<file path="src/rtl/u2u8_pkg.sv">
// Shared types, constants and encoding helpers for the UTF-16 to UTF-8 transcoder.
// No dependencies; used by the front end, queue, byte sequencer, top level and testbench.
package u2u8_pkg;

	localparam int unsigned QUEUE_DEPTH = 2;
	localparam int unsigned MAX_BYTES   = 6;

	localparam logic [15:0] REPL_CP    = 16'hFFFD;
	localparam logic [15:0] CTRL_LIMIT = 16'd32;
	localparam logic [15:0] TAB_UNIT   = 16'd9;
	localparam logic [15:0] HI_FIRST   = 16'hD800;
	localparam logic [15:0] HI_LAST    = 16'hDBFF;
	localparam logic [15:0] LO_FIRST   = 16'hDC00;
	localparam logic [15:0] LO_LAST    = 16'hDFFF;
	localparam logic [20:0] SUPP_BASE  = 21'h10000;
	localparam logic [15:0] MAX_1BYTE  = 16'h007F;
	localparam logic [15:0] MAX_2BYTE  = 16'h07FF;

	localparam logic [7:0] LEAD2 = 8'hC0;
	localparam logic [7:0] LEAD3 = 8'hE0;
	localparam logic [7:0] LEAD4 = 8'hF0;
	localparam logic [7:0] CONT  = 8'h80;

	// Encoding of one basic-plane code point: up to three bytes, first byte at index 0.
	typedef struct packed {
		logic [2:0][7:0] bytes;
		logic [1:0]      n;
	} bmp_t;

	// One request handed from the front end to the byte sequencer.
	typedef struct packed {
		logic [MAX_BYTES-1:0][7:0] bytes;
		logic [2:0]                count;
	} job_t;

	typedef struct packed {
		logic full;
		logic empty;
	} q_status_t;

	function automatic bmp_t enc_bmp(input logic [15:0] v);
		bmp_t r;
		r = '0;
		if (v <= MAX_1BYTE) begin
			r.bytes[0] = v[7:0];
			r.n        = 2'd1;
		end else if (v <= MAX_2BYTE) begin
			r.bytes[0] = LEAD2 | {3'b000, v[10:6]};
			r.bytes[1] = CONT | {2'b00, v[5:0]};
			r.n        = 2'd2;
		end else begin
			r.bytes[0] = LEAD3 | {4'b0000, v[15:12]};
			r.bytes[1] = CONT | {2'b00, v[11:6]};
			r.bytes[2] = CONT | {2'b00, v[5:0]};
			r.n        = 2'd3;
		end
		return r;
	endfunction

endpackage

</file>
<file path="src/rtl/u2u8_front.sv">
// Front end: accepts code units, tracks a held high surrogate and builds byte requests.
// Depends on u2u8_pkg.
module u2u8_front (
	input  logic                 clk,
	input  logic                 arst_n,
	input  logic                 unit_valid,
	output logic                 unit_stall,
	input  logic [15:0]          code_unit,
	input  u2u8_pkg::q_status_t  q_status,
	output logic                 push,
	output u2u8_pkg::job_t       job
);

	logic        pend_valid_q;
	logic [9:0]  pend_bits_q;
	logic        accept;
	logic        is_ctrl;
	logic        is_hi;
	logic        is_lo;
	logic [20:0] supp_cp;
	u2u8_pkg::bmp_t bmp;

	assign unit_stall = q_status.full;
	assign accept     = unit_valid && !unit_stall;

	assign is_ctrl = (code_unit < u2u8_pkg::CTRL_LIMIT) && (code_unit != u2u8_pkg::TAB_UNIT);
	assign is_hi   = code_unit inside {[u2u8_pkg::HI_FIRST : u2u8_pkg::HI_LAST]};
	assign is_lo   = code_unit inside {[u2u8_pkg::LO_FIRST : u2u8_pkg::LO_LAST]};

	// Control units and high surrogates occupy no queue slot.
	assign push = accept && !is_ctrl && !is_hi;

	assign supp_cp = u2u8_pkg::SUPP_BASE + {1'b0, pend_bits_q, code_unit[9:0]};

	always_comb begin
		bmp = u2u8_pkg::enc_bmp(is_lo ? u2u8_pkg::REPL_CP : code_unit);
		job = '0;
		if (is_lo && pend_valid_q) begin
			job.bytes[0] = u2u8_pkg::LEAD4 | {5'b00000, supp_cp[20:18]};
			job.bytes[1] = u2u8_pkg::CONT | {2'b00, supp_cp[17:12]};
			job.bytes[2] = u2u8_pkg::CONT | {2'b00, supp_cp[11:6]};
			job.bytes[3] = u2u8_pkg::CONT | {2'b00, supp_cp[5:0]};
			job.count    = 3'd4;
		end else if (pend_valid_q && !is_lo) begin
			// The orphaned high surrogate becomes U+FFFD ahead of this unit.
			job.bytes[0] = 8'hEF;
			job.bytes[1] = 8'hBF;
			job.bytes[2] = 8'hBD;
			job.bytes[3] = bmp.bytes[0];
			job.bytes[4] = bmp.bytes[1];
			job.bytes[5] = bmp.bytes[2];
			job.count    = 3'd3 + {1'b0, bmp.n};
		end else begin
			job.bytes[0] = bmp.bytes[0];
			job.bytes[1] = bmp.bytes[1];
			job.bytes[2] = bmp.bytes[2];
			job.count    = {1'b0, bmp.n};
		end
	end

	always_ff @(posedge clk or negedge arst_n) begin
		if (!arst_n) begin
			pend_valid_q <= 1'b0;
			pend_bits_q  <= '0;
		end else if (accept) begin
			if (is_hi) begin
				pend_valid_q <= 1'b1;
				pend_bits_q  <= code_unit[9:0];
			end else if (!is_ctrl) begin
				pend_valid_q <= 1'b0;
				pend_bits_q  <= '0;
			end
		end
	end

endmodule

</file>
<file path="src/rtl/u2u8_queue.sv">
// Short request queue between the front end and the byte sequencer.
// Depends on u2u8_pkg.
module u2u8_queue #(
	parameter int unsigned DEPTH = u2u8_pkg::QUEUE_DEPTH
) (
	input  logic                clk,
	input  logic                arst_n,
	input  logic                push,
	input  u2u8_pkg::job_t      push_job,
	input  logic                pop,
	output u2u8_pkg::job_t      head_job,
	output u2u8_pkg::q_status_t q_status
);

	localparam int unsigned IDX_W = (DEPTH > 1) ? $clog2(DEPTH) : 1;
	localparam int unsigned CNT_W = $clog2(DEPTH + 1);
	localparam logic [IDX_W-1:0] LAST_IDX = IDX_W'(DEPTH - 1);
	localparam logic [CNT_W-1:0] FULL_CNT = CNT_W'(DEPTH);

	u2u8_pkg::job_t   entry_q [DEPTH];
	logic [IDX_W-1:0] wr_ptr_q;
	logic [IDX_W-1:0] rd_ptr_q;
	logic [CNT_W-1:0] count_q;
	logic             do_push;
	logic             do_pop;

	assign q_status.full  = (count_q == FULL_CNT);
	assign q_status.empty = (count_q == '0);
	assign do_push  = push && !q_status.full;
	assign do_pop   = pop && !q_status.empty;
	assign head_job = entry_q[rd_ptr_q];

	always_ff @(posedge clk) begin
		if (do_push) begin
			entry_q[wr_ptr_q] <= push_job;
		end
	end

	always_ff @(posedge clk or negedge arst_n) begin
		if (!arst_n) begin
			wr_ptr_q <= '0;
			rd_ptr_q <= '0;
			count_q  <= '0;
		end else begin
			if (do_push) begin
				wr_ptr_q <= (wr_ptr_q == LAST_IDX) ? '0 : wr_ptr_q + 1'b1;
			end
			if (do_pop) begin
				rd_ptr_q <= (rd_ptr_q == LAST_IDX) ? '0 : rd_ptr_q + 1'b1;
			end
			if (do_push && !do_pop) begin
				count_q <= count_q + 1'b1;
			end else if (do_pop && !do_push) begin
				count_q <= count_q - 1'b1;
			end
		end
	end

endmodule

</file>
<file path="src/rtl/u2u8_back.sv">
// Byte sequencer: walks the head request one byte per cycle into the output register, unless byte_stall holds it.
// Depends on u2u8_pkg.
module u2u8_back (
	input  logic                clk,
	input  logic                arst_n,
	input  u2u8_pkg::job_t      head_job,
	input  u2u8_pkg::q_status_t q_status,
	output logic                pop,
	output logic                byte_valid,
	input  logic                byte_stall,
	output logic [7:0]          utf8_byte,
	output logic                last_byte
);

	logic       byte_valid_q;
	logic [7:0] utf8_byte_q;
	logic       last_byte_q;
	logic [2:0] idx_q;
	logic       slot_free;
	logic       load;
	logic       is_last;

	assign slot_free = !byte_valid_q || !byte_stall;
	assign load      = slot_free && !q_status.empty;
	assign is_last   = (idx_q == (head_job.count - 3'd1));
	assign pop       = load && is_last;

	assign byte_valid = byte_valid_q;
	assign utf8_byte  = utf8_byte_q;
	assign last_byte  = last_byte_q;

	always_ff @(posedge clk or negedge arst_n) begin
		if (!arst_n) begin
			byte_valid_q <= 1'b0;
			idx_q        <= '0;
		end else begin
			if (slot_free) begin
				byte_valid_q <= !q_status.empty;
			end
			if (load) begin
				idx_q <= is_last ? 3'd0 : idx_q + 3'd1;
			end
		end
	end

	always_ff @(posedge clk) begin
		if (load) begin
			utf8_byte_q <= head_job.bytes[idx_q];
			last_byte_q <= is_last;
		end
	end

endmodule

</file>
<file path="src/rtl/utf16_to_utf8_transcoder_top.sv">
// Top level of the UTF-16 to UTF-8 transcoder: front end, request queue, byte sequencer.
// Depends on u2u8_pkg, u2u8_front, u2u8_queue and u2u8_back.
//
//   Channel   Handshake                Payload
//   unit      unit_valid / unit_stall  code_unit[15:0]
//   byte      byte_valid / byte_stall  utf8_byte[7:0], last_byte
//
// A code unit is taken every cycle while the request queue has room; control units
// and high surrogates are absorbed in that cycle and use no queue slot.
// The byte sequencer sends one byte per cycle unless byte_stall holds it; each request
// gives 1 to 6 bytes (typically 1 to 3) via the queue and then the output register.
// Reset clears the held surrogate, the queue and the output valid flag.
// byte_stall holds the output register; the queue absorbs QUEUE_DEPTH requests
// before unit_stall rises.
module utf16_to_utf8_transcoder_top #(
	parameter int unsigned QUEUE_DEPTH = u2u8_pkg::QUEUE_DEPTH
) (
	input  logic        clk,
	input  logic        arst_n,
	input  logic        unit_valid,
	output logic        unit_stall,
	input  logic [15:0] code_unit,
	output logic        byte_valid,
	input  logic        byte_stall,
	output logic [7:0]  utf8_byte,
	output logic        last_byte
);

	u2u8_pkg::job_t      push_job;
	u2u8_pkg::job_t      head_job;
	u2u8_pkg::q_status_t q_status;
	logic                push;
	logic                pop;

	u2u8_front u_front (
		.clk        (clk),
		.arst_n     (arst_n),
		.unit_valid (unit_valid),
		.unit_stall (unit_stall),
		.code_unit  (code_unit),
		.q_status   (q_status),
		.push       (push),
		.job        (push_job)
	);

	u2u8_queue #(
		.DEPTH (QUEUE_DEPTH)
	) u_queue (
		.clk      (clk),
		.arst_n   (arst_n),
		.push     (push),
		.push_job (push_job),
		.pop      (pop),
		.head_job (head_job),
		.q_status (q_status)
	);

	u2u8_back u_back (
		.clk        (clk),
		.arst_n     (arst_n),
		.head_job   (head_job),
		.q_status   (q_status),
		.pop        (pop),
		.byte_valid (byte_valid),
		.byte_stall (byte_stall),
		.utf8_byte  (utf8_byte),
		.last_byte  (last_byte)
	);

endmodule

</file>
<file path="config.mk">
export PLATFORM = sky130hd
export DESIGN_NAME = utf16_to_utf8_transcoder_top
export DESIGN_NICKNAME = d
export VERILOG_FILES = /design/src/rtl/u2u8_pkg.sv /design/src/rtl/u2u8_front.sv /design/src/rtl/u2u8_queue.sv /design/src/rtl/u2u8_back.sv /design/src/rtl/utf16_to_utf8_transcoder_top.sv
export SDC_FILE = /design/constraint.sdc
export NUM_CORES = 1
export LEC_CHECK = 0
export BUFFER_PORTS_ARGS = -buffer_cell sky130_fd_sc_hd__buf_2
export CAP_MARGIN = 20
export CORE_AREA = 3 3 109 111
export DETAILED_ROUTE_END_ITERATION = 7
export DIE_AREA = 0 0 112 114
export PLACE_DENSITY = 0.69
export RECOVER_POWER = 50
export SYNTH_ARGS = -nofsm -noshare
export SYNTH_HDL_FRONTEND = slang
export SYNTH_SLANG_ARGS = --single-unit
</file>
<file path="constraint.sdc">
create_clock -name clk -period 3.79 [get_ports clk]
set_clock_uncertainty 0.2 [all_clocks]
set_input_delay 0.758 -clock clk [delete_from_list [all_inputs] [get_ports clk]]
set_output_delay 0.758 -clock clk [all_outputs]
set_load 0.02 [all_outputs]
</file>
# After elaboration in Yosys (flattened, before gate mapping)
# Memory sizes are Yosys's and may differ from the RTL's.
# Cells that the tools add are included.
[op_classes]
add_sub_neg = 8
n_lt_le_gt_ge = 8
eq_ne = 4
mux = 22
n_reduce_logical = 27
[op_table]
columns = ["operator", "n"]
rows = [
  ["$mux 16", 4],
  ["$mux 35", 1],
  ["$ge 16x16->1 const B", 2],
  ["$le 16x16->1 const B", 2],
  ["$mux 10", 3],
  ["$mux 27", 1],
  ["$bmux 8 s3", 1],
  ["$mux 24", 1],
  ["$add 17x20->21 const A", 1],
  ["$le 16x11->1 const B", 1],
  ["$le 16x7->1 const B", 1],
  ["$lt 16x6->1 const B", 1],
  ["$mux 8", 2],
  ["$ne 16x4->1 const B", 1],
  ["$logic_and 1x1->1", 14],
  ["$logic_not 1->1", 9],
  ["$mux 1", 6],
  ["$lt 3x4->1 const B", 1],
  ["$mux 2", 2],
  ["$add 2x2->3 const A", 1],
  ["$add 3x1->3 const B", 1],
  ["$eq 3x3->1", 1],
  ["$mux 3", 1],
  ["$sub 3x1->3 const B", 1],
  ["other kinds (9)", 10],
]
[word_totals]
ff_bits = 28
ram_bits = 102
inputBits = 20
output_inout_bits = 11
wordCells = 79
memories = 1
[mem_list]
columns = ["memory", "words", "word_bits", "rd", "rd_ports_with_merged_regs", "wr", "line", "text"]
rows = [
  ["u_queue.entry_q", 2, 51, 1, 0, 1, "u2u8_queue.sv:20", "u2u8_pkg::job_t entry_q [DEPTH];"],
]

# Depth between registers and ports, before layout
# Gate-level depths: netlist (run 1).
[depth]
depth_word = 10
depth_mapped = 11

# Hierarchy
# From an unflattened synthesis (run 1), not the netlist that was laid out.
[unflattened]
hier_cells = 421
hier_area_um2 = 6346.1
[modules_own_cells]
columns = ["module", "n_inst", "cells_per_inst", "area_each_um2"]
rows = [
  ["u2u8_queue", 1, 178, 4129.0],
  ["u2u8_front", 1, 171, 1262.5],
  ["u2u8_back", 1, 72, 954.7],
]

# Worst setup path after synthesis (run 1)
# No wires, ideal clock.
[synth_path]
path_type = "input to register"
from = "input port code_unit[7]"
to = "memory u_queue.entry_q[0][0] (netlist name) (enable)"
setup_time_ns = 0.457
arrival_time_ns = 3.820
setup_slack_ns = -0.687
path_stages = 5
n_path_buf = 1
cell_sequence = "buf_2 -> nor4b_1 -> a31oi_1 -> a211oi_2 -> nor2b_1"
[synth_via]
elab_chain_cells = 8
word_cells_on_any_way = 13
[synth_lines]
columns = ["element", "line", "text"]
rows = [
  ["from (decl)", "utf16_to_utf8_transcoder_top.sv:22", "input logic [15:0] code_unit,"],
  ["$lt 16x6->1 / $ne 16x4->1 (equally long branches)", "u2u8_front.sv:26", "assign is_ctrl = (code_unit < u2u8_pkg::CTRL_LIMIT) && (code_unit != u2u8_pkg::TAB_UNIT);"],
  ["$logic_and 1x1->1", "u2u8_front.sv:26", ""],
  ["$logic_not 1->1", "u2u8_front.sv:31", "assign push = accept && !is_ctrl && !is_hi;"],
  ["$logic_and 1x1->1", "u2u8_front.sv:31", ""],
  ["$logic_and 1x1->1 *", "u2u8_front.sv:31", ""],
  ["$logic_and 1x1->1 *", "u2u8_queue.sv:29", "assign do_push = push && !q_status.full;"],
  ["named net u_queue.do_push", "u2u8_queue.sv:24", "logic do_push;"],
  ["$mux 1 *", "u2u8_queue.sv:34", "if (do_push) begin"],
  ["$mux 1 (not written as such) *", "u2u8_queue.sv:35", "entry_q[wr_ptr_q] <= push_job;"],
  ["to (decl)", "u2u8_queue.sv:20", ""],
]
# Mark *: on every way through the listed nets, which the timed path passes. The rest lies on a longest branch.

# Worst setup path in the final report (run 1)
[layout_path]
from = "input port code_unit[14]"
to = "memory u_queue.entry_q[1][35] (netlist name) (enable)"
# Same word-level chain as after synthesis.

==> summary.md, run 1 <==
* **placed insts** 538
* **clock latency on the worst-skew pair** 0.52 ns
* **count of flip-flops with a built-in enable after synthesis** 103
* **cell with the largest stage delay on the worst path** sky130_fd_sc_hd__or4_1
* **wire per inst** 20.78 um
* **number of buffers created by CTS** 17
* **Reg clk slew, reported paths** 0.06 ns
* **die width** 112 um
* **vias in the first global route** 3,389
* **Top Ports** 31
* **outcome** finished with violations
* **power per standard cell area** 755.0 nW/um^2
* **CTS Buffer Depth** 2
* **area enclosed by the die boundary** 12,770 um^2
* **crit path kind** primary input to flip-flop
* **total number of cells along the worst setup path** 6
* **share of layout cells above drive strength 1** 18.14%
* **leakage power** 2.210 nW
* **buffers plus inverters on the worst setup path** 2
* **Relative slew margins** -8.245%
* **register bit count reported by yosys** 122
* **H-tree depth reported by CTS** 4
* **Avg Vias per Cell** 5.940
* **Yosys cell types** 46
* **minimum period implied by the final worst setup slack** 3.173 ns
* **diodes inserted** 0
* **FF/Latch Area** 3568 um^2
* **proportion of register bits with asynchronous set or reset after synthesis** 15.57%
* **Cell Area, Synth** 5428 um^2
* **half-perimeter wire length after detailed placement** 7.707 mm
* **final worst-path cycle share** 83.71%
* **drt initial violations** 271
* **count of pins over their slew limit** 27
* **Post-Route Utilization** 57.47%
* **path depth of the worst reg2reg path** 9
* **endpoints failing hold** 0
* **total of buffers placed on input and output ports** 30
* **number of warnings issued by yosys** 0
* **footprint of the multi-input gates** 1688 um^2
* **signed area change from the synthesized netlist to the final layout** 15.28%
* **count of non-filler cells in the finished layout** 570
* **violations in the final reports** capacitance limit, slew limit
* **Required @ worst endpoint** 3.86 ns
* **kind of path behind the tightest hold check** primary input to flip-flop
* **global placement routability congestion** 0.9245
* **total nets after synthesis** 406
* **max-cap check violation count** 1
* **number of vias after detailed routing** 3,386
* **peak supply drop** 0.4324 mV
* **Starting Density** 49.85%
* **Total GRT Usage** 19.73%
* **post-cts resize count** 0
* **Avg Cell Area, Syn** 14.21 um^2
* **total DRC errors in the routed layout** 0
* **synthesized instance count** 382
* **Routed Antenna Nets** 0
* **maximum operating frequency** 0.3152 GHz
* **crit-path max FO** 33
* **die boundary height** 114 um
* **Tightest Pin Transition** 1.624 ns
* **final setup violation count** 0
* **Filler cells** 841
* **delay of the slowest cell on the worst path** 0.69 ns
* **TritonCTS clock tree** built
* **ordered list of cells on the worst path** clkbuf_1, or4_1, nor4_1, a211oi_1, and2_2, buf_12
* **final sum of negative setup slack** 0 ns
* **iteration count of the initial detailed-routing pass** 5
* **root buffer cell** sky130_fd_sc_hd__clkbuf_8
* **NumNets Final** 441
* **RSZ-0062 raised after global routing** false
* **buffer count from post-CTS setup fixing** 0
* **top flip-flop cell by instance count after synthesis** sky130_fd_sc_hd__edfxtp_1
* **Remaining Overflow, GRT** 0
* **Top Family by Delay on Critical Path** simple AND/OR/NAND/NOR gates
* **Arr. time, crit path** 3.24 ns
* **type of destination of the critical path** flip-flop
* **wire length of the first global-routing pass** 18.89 mm
* **sequential share of the synthesized area** 65.74%
* **antenna violations before repair** 0
* **largest net degree at the start of global routing** 48
* **area inside the core boundary** 10,890 um^2
* **Post-CTS Hold Fix Bufs** 0
* **worst hold path stage count** 3
* **Core Rows** 38
* **critical path launch point type** primary input
* **post-detailed-routing wire length** 11.85 mm
* **CTS sink cnt** 122
through the flow:
step / hold slack, ns / power [mW] / cell area, um^2 / setup WS, ns
5_1_grt: 0.2704 / 4.961 / 6257 / 0.5219
4_1_cts: 0.003562 / 4.786 / 6320 / 0.9320
6_report: 0.2469 / 4.724 / 6257 / 0.6172
3_5_place_dp: 0.2799 / 3.279 / 5758 / 0.4752
2_1_floorplan: 0.2624 / 2.901 / 5430 / 0.1952
3_3_place_gp: 0.2652 / 3.247 / 5758 / 0.5578
registers in the layout, summed over array words and instances (netlist names), 2 cells and up:
signal and cells:
u_queue.entry_q 94, u_front.pend_bits_q 10, u_back.utf8_byte 8, u_back.idx_q 3, u_queue.count_q 2
cell usage in the layout, fill, tap and decap left out, types with 9 or more instances in the layout:
cell / instances
sky130_fd_sc_hd__o21ai_0: 22
sky130_fd_sc_hd__nor2_1: 21
sky130_fd_sc_hd__nand2_1: 45
sky130_fd_sc_hd__edfxtp_1: 103
sky130_fd_sc_hd__dfrtp_1: 19
sky130_fd_sc_hd__inv_1: 17
sky130_fd_sc_hd__clkbuf_16: 18
sky130_fd_sc_hd__a22oi_1: 10
sky130_fd_sc_hd__buf_2: 17
sky130_fd_sc_hd__clkbuf_1: 21
sky130_fd_sc_hd__nor3_1: 9
sky130_fd_sc_hd__mux4_2: 21
sky130_fd_sc_hd__a21oi_1: 13
Yosys cell counts (all sizes together) (2+ instances only):
| master | number | area share, % |
|---|---|---|
| a2bb2oi | 6 | 0.97 |
| o31ai | 3 | 0.41 |
| buf | 7 | 0.65 |
| o221a | 2 | 0.41 |
| o31a | 2 | 0.32 |
| edfxtp | 103 | 57 |
| and2 | 5 | 0.58 |
| nand2 | 45 | 3.1 |
| nand2b | 3 | 0.35 |
| o21ai | 24 | 2.2 |
| nor2 | 22 | 1.6 |
| dfrtp | 19 | 8.8 |
| nand3 | 6 | 0.55 |
| a31oi | 3 | 0.35 |
| xor2 | 5 | 0.81 |
| nor4 | 4 | 0.85 |
| a21oi | 13 | 1.3 |
| mux4 | 21 | 8.7 |
| or4 | 3 | 0.41 |
| nor2b | 4 | 0.46 |
| mux2i | 4 | 0.74 |
| clkbuf | 14 | 0.97 |
| ha | 4 | 0.92 |
| inv | 17 | 1.2 |
| nor3 | 9 | 1.0 |
| nor4b | 4 | 0.65 |
| a211oi | 2 | 0.37 |
| a22oi | 10 | 1.4 |
| xnor2 | 8 | 1.3 |
layout make-up:
class	count	share of cell area (%)
flip-flops and latches	122	57.03
multi-input cells	222	26.97
clock inverters	7	1.040
clock buffers	25	7.938
repair buffers	37	3.199
well taps	140	2.799
inverters	17	1.020
logic make-up after synthesis:
group | synth area share, %
AO/OA/AOI/OAI | 8.737
XOR/XNOR | 2.098
adder cells (fa/ha/maj) | 0.9221
buffers and inverters | 2.789
flip-flops | 65.74
multiplexers | 9.659
AND/OR/NAND/NOR | 10.05
report_power, final:
group / switching [mW] / leakage, nW / internal, mW / total, mW
sequential: 0.122 / 1.20 / 1.87 / 1.99
clock: 0.533 / 0.272 / 0.959 / 1.49
combinational: 0.732 / 0.738 / 0.511 / 1.24
total: 1.39 / 2.21 / 3.34 / 4.72
layer usage:
layer  wire [um]  vias to the layer above  GRT usage, %
met5           0                        -             0
met4         212                        0         6.971
met3         789                       21         5.093
met2        5773                      143         31.25
met1        5069                     1700         26.82
li1            -                     1522             -
tightest hold or removal path, stage by stage:
cell and delay [ns]:
sky130_fd_sc_hd__buf_2 0.07, sky130_fd_sc_hd__nand2_1 0.05, sky130_fd_sc_hd__nand2_1 0.06
final timing paths:
kind,from,to,slack [ns]
hold / removal,byte_stall,u_back.byte_valid,0.25
setup reg to reg,u_queue.rd_ptr_q,u_queue.count_q[1],0.97
min in group asynchronous,arst_n,u_queue.count_q[0],0.28
hold reg to reg,u_back.byte_valid,u_back.byte_valid,0.29
setup / recovery,code_unit[14],u_queue.entry_q[1][35],0.62
max in group asynchronous,arst_n,u_back.idx_q[2],2.38
Power figures use the tool's default switching activity.
==> run 2: changes to the inputs <==
==> constraint.sdc (replaced) <==
create_clock -name clk -period 2.8 [get_ports clk]
set_clock_uncertainty 0.2 [all_clocks]
set_input_delay 0.56 -clock clk [delete_from_list [all_inputs] [get_ports clk]]
set_output_delay 0.56 -clock clk [all_outputs]
set_load 0.02 [all_outputs]
==> run 2 against run 1 <==
The run now ends clean. Power is 38% higher. Utilization is 1.2 points higher. Via count is 0.27% higher. First-iteration DRC count is 9.2% lower. Design area is 2.1% higher. Critical path type is now flip-flop to flip-flop. Highest routed layer unchanged.
==> summary.md, run 2 (synthesized netlist as in run 1, its figures left out) <==
* **outcome** complete, no violations
* **final setup violation count** 0, unchanged
* **Top Family by Delay on Critical Path** simple AND/OR/NAND/NOR gates
* **drt initial violations** 246, -9.2%
* **reg-to-reg startpoint** u_queue.rd_ptr_q
* **CTS sink cnt** 122, unchanged
* **area enclosed by the die boundary** 12,770 um^2, unchanged
* **Arr. time, crit path** 2.88 ns, -0.36 ns
* **CTS Buffer Depth** 2, unchanged
* **slack of the worst reg-to-reg path** 0.15 ns, -0.82 ns
* **max-cap check violation count** 0, -1
* **Tightest Pin Transition** 1.121 ns, -0.5029 ns
* **Top Ports** 31, unchanged
* **Core Rows** 38, unchanged
* **final worst-path cycle share** 94.60%
* **worst hold path stage count** 3, unchanged
* **setup ws final** 0.1512 ns, -0.4661 ns
* **H-tree depth reported by CTS** 4, unchanged
* **Worst Hold Path EP** u_back.byte_valid
* **share of layout cells above drive strength 1** 20.72%, +2.6 points
* **RSZ-0062 raised after global routing** false
* **highest-count cells in the layout ignoring fill and taps** 103 x sky130_fd_sc_hd__edfxtp_1, 45 x sky130_fd_sc_hd__nand2_1, 24 x sky130_fd_sc_hd__clkbuf_1, 23 x sky130_fd_sc_hd__o21ai_0, 22 x sky130_fd_sc_hd__nor2_1
* **TritonCTS clock tree** built
* **Filler cells** 859, +2.1%
* **largest net degree at the start of global routing** 48, unchanged
* **buffer count from post-CTS setup fixing** 0, unchanged
* **register ranked first by flip-flop count** u_queue.entry_q
* **maximum operating frequency** 0.3775 GHz
* **die boundary height** 114 um, unchanged
* **Routed Antenna Nets** 0, unchanged
* **endpoints failing hold** 0, unchanged
* **Largest register FFs** 94, unchanged
* **cell with the largest stage delay on the worst path** sky130_fd_sc_hd__or4_4
* **Crit path top cell by count** sky130_fd_sc_hd__xnor2_1
* **half-perimeter wire length after detailed placement** 7.888 mm, +2.4%
* **minimum setup slack after placement** -0.002744 ns, -0.4779 ns
* **Post-Route Utilization** 58.66%, +1.2 points
* **Relative slew margins** 25.28%, +34 points
* **Worst Min Path Start** byte_stall
* **ordered list of cells on the worst path** mux2i_4, ha_2, xor2_2, xnor2_1, or4_4, ha_1, xor2_1, nor2_1, xnor2_1
* **Starting Density** 49.85%, unchanged
* **die width** 112 um, unchanged
* **total DRC errors in the routed layout** 0, unchanged
* **type of destination of the critical path** flip-flop
* **count of pins over their slew limit** 0, -100%
* **delay of the slowest cell on the worst path** 0.52 ns, -0.17 ns
* **number of buffers created by CTS** 17, unchanged
* **path depth of the worst reg2reg path** 9, unchanged
* **area inside the core boundary** 10,890 um^2, unchanged
* **Required @ worst endpoint** 3.04 ns, -0.82 ns
* **most common cell after layout, fill and taps aside** sky130_fd_sc_hd__edfxtp_1
* **area of placed instances** 5862 um^2, +1.8%
* **leakage power** 2.271 nW, +2.8%
* **crit path kind** flip-flop to flip-flop
* **antenna violations before repair** 0, unchanged
* **global placement routability congestion** 0.8779, -5.0%
* **final worst hold slack** 0.05452 ns, -0.1924 ns
* **final sum of negative setup slack** 0 ns, unchanged
* **Non-Filler Cell Area, Final** 6387 um^2, +2.1%
* **peak supply drop** 0.7709 mV, +78%
* **diodes inserted** 0, unchanged
* **total of buffers placed on input and output ports** 30, unchanged
* **Total GRT Usage** 19.62%, -0.11 points
* **number of vias after detailed routing** 3,395, +0.27%
* **clock latency on the worst-skew pair** 0.52 ns, about the same
* **wire per inst** 20.07 um, -3.4%
* **crit-path max FO** 5, -85%
* **wire length of the first global-routing pass** 18.88 mm, about the same
* **Remaining Overflow, GRT** 0, unchanged
* **minimum period implied by the final worst setup slack** 2.649 ns
* **Reg clk slew, reported paths** 0.06 ns, about the same
* **power per standard cell area** 1018 nW/um^2, +35%
* **post-detailed-routing wire length** 11.72 mm, -1.1%
* **buffers plus inverters on the worst setup path** 0, -2
* **signed area change from the synthesized netlist to the final layout** 17.68%
* **vias in the first global route** 3,427, +1.1%
* **NumNets Final** 455, +3.2%
* **Avg Vias per Cell** 5.813, -2.1%
* **Reg-to-Reg End** u_queue.count_q[1]
* **iteration count of the initial detailed-routing pass** 5, unchanged
* **root buffer cell** sky130_fd_sc_hd__clkbuf_8
* **kind of path behind the tightest hold check** primary input to flip-flop
* **critical path launch point type** flip-flop
[run 2: per-layer routing]
layer	vias up	track usage, %	part of all wire (%)
met2	125	30.98	48
met3	12	4.881	6.0
met5	-	0	0
li1	1561	-	-
met1	1697	27.16	45
met4	0	6.330	1.1
[run 2: what timing repair did]
item,4_1_cts,5_1_grt
hold endpoints to repair,19,0
hold buffers,1,0
endpoints found under the setup margin,1,2
gates resized for setup,1,5
[run 2: through the flow]
step                      cells  power [mW]
final                       584       6.505
after global routing        584       6.841
after CTS                   584       6.557
after detailed placement    551       4.471
after global placement      551       4.418
after floorplan             382       3.932
[run 2: worst max path at each step]
stage	depth (start not counted)	slack [ns]	startpoint	end
floorplan	5	0.03	code_unit[7]	u_queue.entry_q[0][0]
global placement	6	0.19	code_unit[14]	u_queue.entry_q[1][22]
detailed placement	9	-0.003	u_queue.rd_ptr_q	u_queue.count_q[1]
CTS	9	0.006	u_queue.rd_ptr_q	u_queue.count_q[1]
global route	9	0.01	u_queue.rd_ptr_q	u_queue.count_q[1]
finish	9	0.15	u_queue.rd_ptr_q	u_queue.count_q[1]
[run 2: layout make-up]
class	count	area (um^2)	area share, %
Timing Repair Buffer	51	292.8	4.584
Clock buffer	24	481.7	7.542
Tap cell	140	175.2	2.742
Sequential cell	122	3570	55.89
Inverter	17	63.81	0.9990
Multi-Input combinational cell	222	1712	26.80
Clock inverter	8	92.59	1.450
[run 2: report_power, final]
part | leakage [nW] | total, mW | switching (mW) | internal, mW
combinational | 0.789 | 1.74 | 1.01 | 0.721
sequential | 1.20 | 2.70 | 0.175 | 2.53
clock | 0.284 | 2.07 | 0.709 | 1.36
total | 2.27 | 6.50 | 1.90 | 4.61
[run 2: worst min-delay path, cell delays in order]
cell,delay [ns]
sky130_fd_sc_hd__buf_2,0.07
sky130_fd_sc_hd__nand2_1,0.05
sky130_fd_sc_hd__nand2_1,0.05
